`src/sv/lps_ram.sv`:
```
// Generic single-port-write, single-port-read RAM with registered read data.
// No dependencies.
module lps_ram #(
    parameter int unsigned WIDTH = 8,
    parameter int unsigned DEPTH = 16
) (
    input  logic                     i_clk,
    input  logic                     i_we,
    input  logic [$clog2(DEPTH)-1:0] i_waddr,
    input  logic [WIDTH-1:0]         i_wdata,
    input  logic                     i_re,
    input  logic [$clog2(DEPTH)-1:0] i_raddr,
    output logic [WIDTH-1:0]         o_rdata
);
    logic [WIDTH-1:0] r_mem [DEPTH];
    logic [WIDTH-1:0] r_rdata;

    always_ff @(posedge i_clk) begin
        if (i_we) begin
            r_mem[i_waddr] <= i_wdata;
        end
        if (i_re) begin
            r_rdata <= r_mem[i_raddr];
        end
    end

    assign o_rdata = r_rdata;
endmodule

```
`config.mk`:
```
export PLATFORM = sky130hd
export DESIGN_NAME = lps_ram
export DESIGN_NICKNAME = d
export VERILOG_FILES = /design/src/sv/lps_ram.sv
export SDC_FILE = /design/constraint.sdc
export NUM_CORES = 1
export LEC_CHECK = 0
export ABC_AREA = 0
export BUFFER_PORTS_ARGS = -buffer_cell sky130_fd_sc_hd__buf_2
export CORE_MARGIN = 3
export CORE_UTILIZATION = 65
export CTS_CLUSTER_DIAMETER = 150
export DETAILED_ROUTE_END_ITERATION = 8
export PLACE_DENSITY = 0.89
export SETUP_SLACK_MARGIN = 0.1
export SYNTH_ARGS = -nofsm -noshare
export SYNTH_HDL_FRONTEND = slang
export SYNTH_SLANG_ARGS = --single-unit
export TNS_END_PERCENT = 1
```
`constraint.sdc`:
```
create_clock -name i_clk -period 3.81 [get_ports i_clk]
set_clock_uncertainty 0.15 [all_clocks]
set_input_delay 0 -clock i_clk [delete_from_list [all_inputs] [get_ports i_clk]]
set_output_delay 0 -clock i_clk [all_outputs]
set_load 0.005 [all_outputs]
```
After elaboration in Yosys (flattened, before gate mapping)

Memory sizes are Yosys's and may differ from the RTL's. A register that Yosys moved wholly into a read port is not among the register bits.
Cells that the tools add are included.

Register bits after elaboration: 0
Bits in writable memories: 128
Word-level logic and storage cells: 3
Memories: 1

Muxes and demuxes: 2

Memories:

| memory | words | width | read ports | clocked after Yosys merged registers in | write ports | line | RTL |
|---|---|---|---|---|---|---|---|
| r_mem  | 16    | 8     | 1          | 1                                       | 1           | 15   | `logic [WIDTH-1:0] r_mem [DEPTH];` |

Operator list:

| operator          | count |
|---|---|
| 1-bit two-way mux | 2 |

Logic depth before layout (Yosys ltp)

Gate-level depths: netlist of the first run.

Depth in word-level cells: 2
Gate-level depth with buffers: 5

Worst setup path after synthesis of the first run

No wires, ideal clock.

Kind: input -> register
From: in i_waddr[2]
To: mem r_mem[0][0], enable pin
Setup time: 0.383 ns
Data arrival time: 1.110 ns
Slack: 2.167 ns
Stages on the path: 2
Cells stage by stage: or3b_2 nor3_1

RTL lines:

| element     | line | RTL |
|---|---|---|
| from (decl) | 9    | `input logic [$clog2(DEPTH)-1:0] i_waddr,` |
| to (decl)   | 15   |  |

No word-level cell before the write port.

Worst setup path in the final report of the first run

From: in i_waddr[3]
To: mem r_mem[2][0], enable pin

No word-level cell before the write port.

==> results.txt, run 1 <==
- Most common flop cell mapped by yosys: sky130_fd_sc_hd__edfxtp_1
- HPWL after detailed placement: 5780 microns
* Number of instances resized during post-cts repair: 0
- On the critical path the largest part of the delay comes from simple AND/OR/NAND/NOR gates.
* Final setup TNS: 0 ns
- Port Buf Inserts: 26
* Maximum level of the CTS H-tree: 4
- For the worst-skew pair, the clock arrives at the later sink with an insertion delay of 0.51 ns.
* Most common cell in the synthesized netlist: sky130_fd_sc_hd__edfxtp_1
- Across the run, the number of max-cap violations was 0.
- Including well taps, the total number of placed cells is 348.
- The flow ran to the end, and the final reports show no timing, DRC or antenna violations.
- Synthesized-area fraction occupied by ao, oa, aoi and oai cells: 2.30%
- CP Launch Type: input port
- Final weighted congestion in routability-driven placement: 0.749
- The largest single stage delay on the critical path is 0.73 ns.
- The floorplan step set the die width to 95.7 microns.
- Bufs on Longest Clock Path: 2
- The tightest min-delay check is of the in -> reg type.
* Actual slew at the worst max-slew pin: 1.23 ns
- The Yosys step of the flow raised 0 warnings.
- Routed vias/inst: 6.76
- Unrepaired setup endpoints after global routing: no
- After detailed routing, the total wire length is 10800 microns.
* Number of top-level pins: 27
- Number of buffers inserted during clock tree synthesis: 17
* Critical path's slowest cell: sky130_fd_sc_hd__nor2_1
- Number of detailed-routing iterations run before antenna repair: 5
- Counting every sink on the clock net gives 136.
- The count of nets left with antenna violations once routing finished came out at 0.
* Total via count after detailed routing: 2649
- The final critical path takes up 50.9% of the cycle.
- Biggest area consumer among synthesized cells: sky130_fd_sc_hd__edfxtp_1
- In this run the worst path has a maximum fanout of 8.
* Number of hold violations in the final report: 0
- The repair_antennas step left the layout with diodes totalling 0.
- For the worst setup path, the data required time is 3.79 ns.
- The cell area that synthesis handed to floorplanning was 5230 sq um.
- NumNets Final: 297
- Counting instances, the worst hold path has a depth of 4.
- Of the post-synthesis cell area, the part taken by muxes is 14.8%.
- At the placement stage, the worst setup path has a slack of 1.57 ns.
- Clock input transition at the sequential cells of the worst setup and hold paths: 0.06 ns
- Post-synth EDFFs: 136
- In the final layout, the share of cells above drive strength 1 is 26.9%.
* Root Driver: sky130_fd_sc_hd__clkbuf_8
- Post-synthesis average cell area: 22.8 sq um
- Met2 wire length: 5370 microns
- Normalized max-slew margin: 17.6%
* 1st-iter DRT viols: 350
* Average wire length per cell after detail routing: 27.6 microns
- Antenna violations before repair: 0
* Largest net degree at the start of global routing: 33
- Summing the areas of all xor and xnor instances in the mapped netlist gives 0% of the synthesized area.
- Basic-gate share of the synthesized area counting and, or, nand and nor cells: 3.14%
- Once the floorplan was initialized, standard cells occupied 67.3% of the core.
- DRT met1 WL: 4180 microns
- The setup path with the least slack is of type in -> reg.
* Layout overhead on the synthesized area: 17.1%
- Arrival time reported for the critical path endpoint: 1.91 ns
* Stages on the worst setup path: 4
- Post-synthesis cell count: 229
- CORE AREA: 7770 sq um
* Non-filler cells in the finished layout: 392
- Static timing analysis puts the maximum clock frequency at 516 MHz.
- The top cell type by area accounts for 78.1% of the synthesized area.
* Fraction of the core area covered by cells at the end of the flow: 78.8%
- In the post-synthesis netlist, the biggest area contributors are sky130_fd_sc_hd__edfxtp_1, sky130_fd_sc_hd__mux4_2, sky130_fd_sc_hd__mux4_1.
- Met3 wire length: 976 microns
- DIE HEIGHT: 95.7 microns
- Final worst path period need: 1.94 ns
- TritonCTS built the clock tree.
- The number of global-route vias before repair was 2677.
* GRT Residual Overflow: 0
- The die covers 9150 sq um.
- The detailed router used layers up to and including met4.
- In the global route stage, overall resource usage came out at 25.9%.
- Worst r2r path cells: 3
- The final max-slew violation count is 0.
- Post-CTS Hold Buffers: 13
- Ratio of total power to cell area: 559 nW/um^2
- Leakage: 2.05 nW
- After layout, the worst setup slack is 1.87 ns.
* Post-CTS setup-driven buffer insertion count: 0
- Floorplan row count: 32
- In the synthesized netlist the async set-or-reset flop fraction comes to 0%.
- The number of nets in the synthesized netlist is 248.
- The worst-case IR drop observed on VDD is 0.000433 V.
* Adder-cell area share of the yosys netlist: 0%
- Sequential elements use 78.1% of the synthesized area.
- The critical path goes through dlygate4sd3_1 -> buf_2 -> or3b_2 -> nor2_1.
- Setup violations remaining at the end of the flow were counted as 0.
- Commonest cells in the synthesized netlist: sky130_fd_sc_hd__edfxtp_1, sky130_fd_sc_hd__mux4_2, sky130_fd_sc_hd__a22oi_1, sky130_fd_sc_hd__mux4_1, sky130_fd_sc_hd__nor2_1
- The worst setup path is captured at a flip-flop.
- #FFs+latches synth: 136
- The number of different library cells used by synthesis comes to 18.
* Buf/Inv on CP: 2
- Wire length of the first global-routing pass: 15900 microns
* Remaining DRCs: 0
* Combinational family with the most area after synthesis: multiplexers
## sequential cells by signal (all words and copies together) (netlist names)
name,flops
r_mem,128
o_rdata,8
## cell families after synthesis
| group | count (synthesis) |
|---|---|
| mux | 32 |
| flops | 136 |
| buf+inv | 10 |
| compound gates | 16 |
| simple gates | 35 |
## power by group
| part | switching, mW | internal (mW) | leakage (nW) | total (mW) |
|---|---|---|---|---|
| sequential | 0.0100 | 1.69 | 1.24 | 1.70 |
| clock | 0.583 | 0.984 | 0.277 | 1.57 |
| combinational | 0.0921 | 0.0665 | 0.538 | 0.159 |
| total | 0.685 | 2.74 | 2.05 | 3.42 |
## layout by cell type, fill, tap and decap left out
cell	instances
sky130_fd_sc_hd__clkinvlp_4	3
sky130_fd_sc_hd__a22oi_1	16
sky130_fd_sc_hd__clkinv_4	2
sky130_fd_sc_hd__nor2_1	13
sky130_fd_sc_hd__clkbuf_16	16
sky130_fd_sc_hd__nand3b_1	2
sky130_fd_sc_hd__nor3_1	2
sky130_fd_sc_hd__buf_4	1
sky130_fd_sc_hd__edfxtp_1	136
sky130_fd_sc_hd__mux4_1	14
sky130_fd_sc_hd__clkinv_1	1
sky130_fd_sc_hd__nor2b_1	1
sky130_fd_sc_hd__and2b_1	1
sky130_fd_sc_hd__or3b_2	1
sky130_fd_sc_hd__nand2_1	9
sky130_fd_sc_hd__nand3_1	1
sky130_fd_sc_hd__bufinv_16	3
sky130_fd_sc_hd__clkbuf_8	1
sky130_fd_sc_hd__nor3_2	2
sky130_fd_sc_hd__buf_2	26
sky130_fd_sc_hd__nand2b_1	2
sky130_fd_sc_hd__and2_1	1
sky130_fd_sc_hd__dlygate4sd3_1	13
sky130_fd_sc_hd__mux4_2	18
sky130_fd_sc_hd__clkinv_2	5
## worst register-to-register path, delay by kind of cell (launching register included)
family / cells / cell delay, ns
multiplexers: 1 / 0.56
flip-flops: 1 / 0.41
AO/OA/AOI/OAI: 1 / 0.26
AND/OR/NAND/NOR: 1 / 0.12
## per-stage QoR
step                cell area [sq um]  total power [mW]  hold slack (ns)
floorplan                        5230              1.81          -0.0511
global placement                 5420              1.86            0.219
detailed placement               5420              1.87            0.235
CTS                              6120              3.42          0.00286
global route                     6120              3.51           0.0262
finish                           6120              3.42           0.0226
## final timing paths
kind                 endpoint    startpoint  slack [ns]
setup / recovery  r_mem[2][0]    i_waddr[3]        1.87
setup reg to reg   o_rdata[3]   r_mem[0][3]        2.06
hold / removal    r_mem[0][1]    i_waddr[2]        0.02
hold reg to reg    o_rdata[6]  r_mem[15][6]        0.60
## layer usage
metal | GRT usage (%) | vias up
li1 | - | 1083
met1 | 35.6 | 1353
met2 | 39.3 | 184
met3 | 8.84 | 29
met4 | 9.72 | 0
met5 | 0 | -
## layout make-up
cell class	count	area, sq um
Tap cell	102	128
Clock buffer	17	414
Fill cell	368	1650
Clock inverter	14	159
Timing Repair Buffer	40	268
Sequential cell	136	4080
Multi-Input combinational cell	83	1070
(Power assumes the default switching activity.)
==> inputs of run 2 (changes only) <==
- CORE_UTILIZATION: 65 -> 60
- PLACE_DENSITY: 0.89 -> 0.83
- clock period: 3.81 -> 1.85 ns (I/O delays scaled with it)
==> run 2 against run 1 <==
  * Hold slack better by 0.0087 ns
  * Die area is 7.8% higher
  * Final area grew 4.7%
  * Power is 110% higher
  * First-iteration DRC count down 36%
  * Setup slack lost 1.7 ns
  * Largest cell class unchanged
  * Routed wire length rose by 2.2%
  * Global-route usage decreased by 0.78 points
==> results.txt, run 2 (synthesis gave the netlist of run 1 again) <==
- Achievable frequency: 588 MHz
- The cell area power density was 1130 nW/um^2 (was 559 nW/um^2).
- The layout filler cell count is 436 (was 368).
- The width of the die is 99.3 microns (was 95.7 microns).
- The overall track demand over capacity in global routing was 25.1% (was 25.9%).
* NumNets Final: 325 (was 297)
* Maximum level of the CTS H-tree: 4 (unchanged)
- The relative contribution of sequential cells to total power came to 48.2% (was 49.6%).
* Die footprint: 9870 sq um (was 9150 sq um)
* Classification of the worst setup path: reg -> reg (was in -> reg)
- Unrepaired setup endpoints after global routing: yes (was no).
- Total via count after detailed routing: 2659 (was 2649)
- Switching share of power: 19.9% (was 20.0%)
- Proportion of power drawn by the clock network: 46.9% (was 45.8%)
* Number of flip-flops in the largest register: 128 (unchanged)
- Gate family responsible for the most delay along the worst path: multiplexers (was simple AND/OR/NAND/NOR gates)
- Leakage: 2.22 nW (was 2.05 nW)
- Non-Filler Cell Area, Final: 6410 sq um (was 6120 sq um)
- The delay of the slowest critical-path stage is 0.56 ns (was 0.73 ns).
- The root buffer cell was sky130_fd_sc_hd__clkbuf_8 (unchanged).
- The register clock-pin slew on the reported worst setup and hold paths is 0.06 ns (about the same).
* GRT Residual Overflow: 0 (unchanged)
* Final worst path period need: 1.70 ns
* Actual slew at the worst max-slew pin: 0.428 ns (was 1.23 ns)
* Number of hold violations in the final report: 0 (unchanged)
- Register Area: 4080 sq um (unchanged)
- The final antenna diode count was 0 (unchanged).
- The effective utilization at floorplan was 62.7% (was 67.3%).
- Critical path's slowest cell: sky130_fd_sc_hd__mux4_1 (was sky130_fd_sc_hd__nor2_1)
- The number of global-route vias before repair was 2807 (was 2677).
- Number of max-cap violations: 0 (unchanged)
- The post-layout worst setup margin was 0.150 ns (was 1.87 ns).
- The type of element capturing the critical path is a flip-flop (unchanged).
* Maximum vdd ir drop: 0.000647 V (was 0.000433 V)
- The core outline area is 8340 sq um (was 7770 sq um).
* HPWL after detailed placement: 6500 microns (was 5780 microns)
- The via-per-instance ratio was 6.27 (was 6.76).
- The clock network latency to the later pin of the worst-skew pair was 0.52 ns (was 0.51 ns).
* Largest net degree at the start of global routing: 19 (was 33)
* CP Launch Type: flip-flop (was input port)
- Placed cell areas: 5610 sq um (was 5420 sq um)
* Floorplan row count: 33 (was 32)
- The total CTS buffers was 17 (unchanged).
- The multi-input logic area came to 1060 sq um (was 1070 sq um).
- The required time reported for the critical path endpoint is 1.97 ns (was 3.79 ns).
* Result of the run: finished, final reports clean (unchanged)
- The arrival time at the worst endpoint is 1.82 ns (was 1.91 ns).
* Setup violation total in the final timing report: 0 (unchanged)
* Switching power of the nets: 1.45 mW (was 685 uW)
- The detailed-routing iteration count for the pre-antenna-repair pass came to 4 (was 5).
- The pre-CTS setup slack is 0.0786 ns (was 1.57 ns).
- Register with the most flip-flops: r_mem (unchanged)
- Most frequent standard cell in the layout excluding fill and tap cells: sky130_fd_sc_hd__edfxtp_1 (unchanged)
- The global-route wire length before repair came to 17200 microns (was 15900 microns).
- The post-detailed-routing wire length was 11000 microns (was 10800 microns).
- Final weighted congestion in routability-driven placement: 0.797 (was 0.749)
- The number of top-level design ports was 27 (unchanged).
- Cell chain of the critical path: mux4_1 -> a22oi_1 -> nand2_1 (was dlygate4sd3_1 -> buf_2 -> or3b_2 -> nor2_1)
- Normalized max-slew margin: 71.5% (was 17.6%)
- Fraction of the cycle the final worst path needs: 91.9%
- Commonest cells after routing, fill and taps aside: sky130_fd_sc_hd__edfxtp_1, sky130_fd_sc_hd__buf_2, sky130_fd_sc_hd__buf_4 (was sky130_fd_sc_hd__edfxtp_1, sky130_fd_sc_hd__buf_2, sky130_fd_sc_hd__mux4_2).
- The fraction of layout cells with a size suffix above 1 is 31.0% (was 26.9%).
- Buf/Inv on CP: 0 (was 2)
- DIE HEIGHT: 99.3 microns (was 95.7 microns)
- The peak fanout along the critical path came to 1 (was 8).
- Bufs on Longest Clock Path: 2 (unchanged)
- Int Pwr: 5.81 mW (was 2.74 mW)
* Port Buf Inserts: 26 (unchanged)
* 1st-iter DRT viols: 224 (was 350)
- The count of clock tree sinks came to 136 (unchanged).
- Average wire length per cell after detail routing: 26.1 microns (was 27.6 microns)
* CTS tree: yes (unchanged)
- The number of antenna violations at the first check in global routing was 0 (unchanged).
- Remaining DRCs: 0 (unchanged)
* Path type of the worst min-delay path: in -> reg (unchanged)
- Remaining antenna violation count after routing: 0 (unchanged)
* Layout overhead on the synthesized area: 22.6% (was 17.1%)
* Final setup TNS: 0 ns (unchanged)
- Logic gate share of total power: 4.9% (was 4.6%)
- The final max-slew violation count was 0 (unchanged).
run 2: cell types whose count changed in the layout (fill, tap and decap cells not counted), sizes merged:
| cell | previous run | this run |
|---|---|---|
| buf | 27 | 49 |
| bufinv | 3 | 4 |
| clkbuf | 17 | 18 |
| clkinvlp | 3 | 2 |
| dlygate4sd3 | 13 | 19 |
run 2: power by group through the flow:
stage               sequential, mW  combinational, mW  clock (mW)
finish                        3.50              0.358        3.41
global route                  3.50              0.388        3.59
CTS                           3.50              0.357        3.44
detailed placement            3.56              0.322           0
global placement              3.55              0.308           0
floorplan                     3.55              0.175           0
run 2: per-stage QoR:
step	cells	total power [mW]	utilization [%]	hold WS [ns]
6_report	424	7.26	76.8	0.0313
5_1_grt	424	7.48	76.8	0.0365
4_1_cts	424	7.29	76.8	0.0113
3_5_place_dp	373	3.88	67.3	0.225
3_3_place_gp	373	3.86	67.3	0.227
2_1_floorplan	229	3.73	-	-0.0511
run 2: layout make-up:
class	instances	area share [%]
flip-flops and latches	136	63.7
clock buffers	18	6.52
well taps	105	2.05
multi-input cells	83	16.6
repair buffers	68	8.28
clock inverters	14	2.83
run 2: timing repair:
item                       CTS  global route
gates resized for setup      0             1
hold buffers                19             0
setup buffers                0             0
hold endpoints to repair   262             0
setup endpoints to repair    0             2
run 2: final timing paths:
| path | from | end | slack, ns | cells after the start |
|---|---|---|---|---|
| worst max-delay path | r_mem[9][5] | o_rdata[5] | 0.15 | 3 |
| worst min-delay path | i_raddr[1] | o_rdata[2] | 0.03 | 4 |
| worst max register to register | r_mem[9][5] | o_rdata[5] | 0.15 | 3 |
| worst min register to register | r_mem[14][6] | o_rdata[6] | 0.61 | 3 |
run 2: layer usage:
metal | vias up | track usage (%) | share of wire, %
met4 | 0 | 10.9 | 3.5
met1 | 1330 | 35.2 | 38
li1 | 1137 | - | -
met5 | - | 0 | 0
met3 | 28 | 7.57 | 9.4
met2 | 164 | 37.6 | 49
run 2: tightest hold or removal path: cells and delay by family:
| family | cells | cell delay, ns |
|---|---|---|
| mux | 1 | 0.25 |
| buf+inv | 1 | 0.20 |
| compound gates | 1 | 0.08 |
| simple gates | 1 | 0.07 |
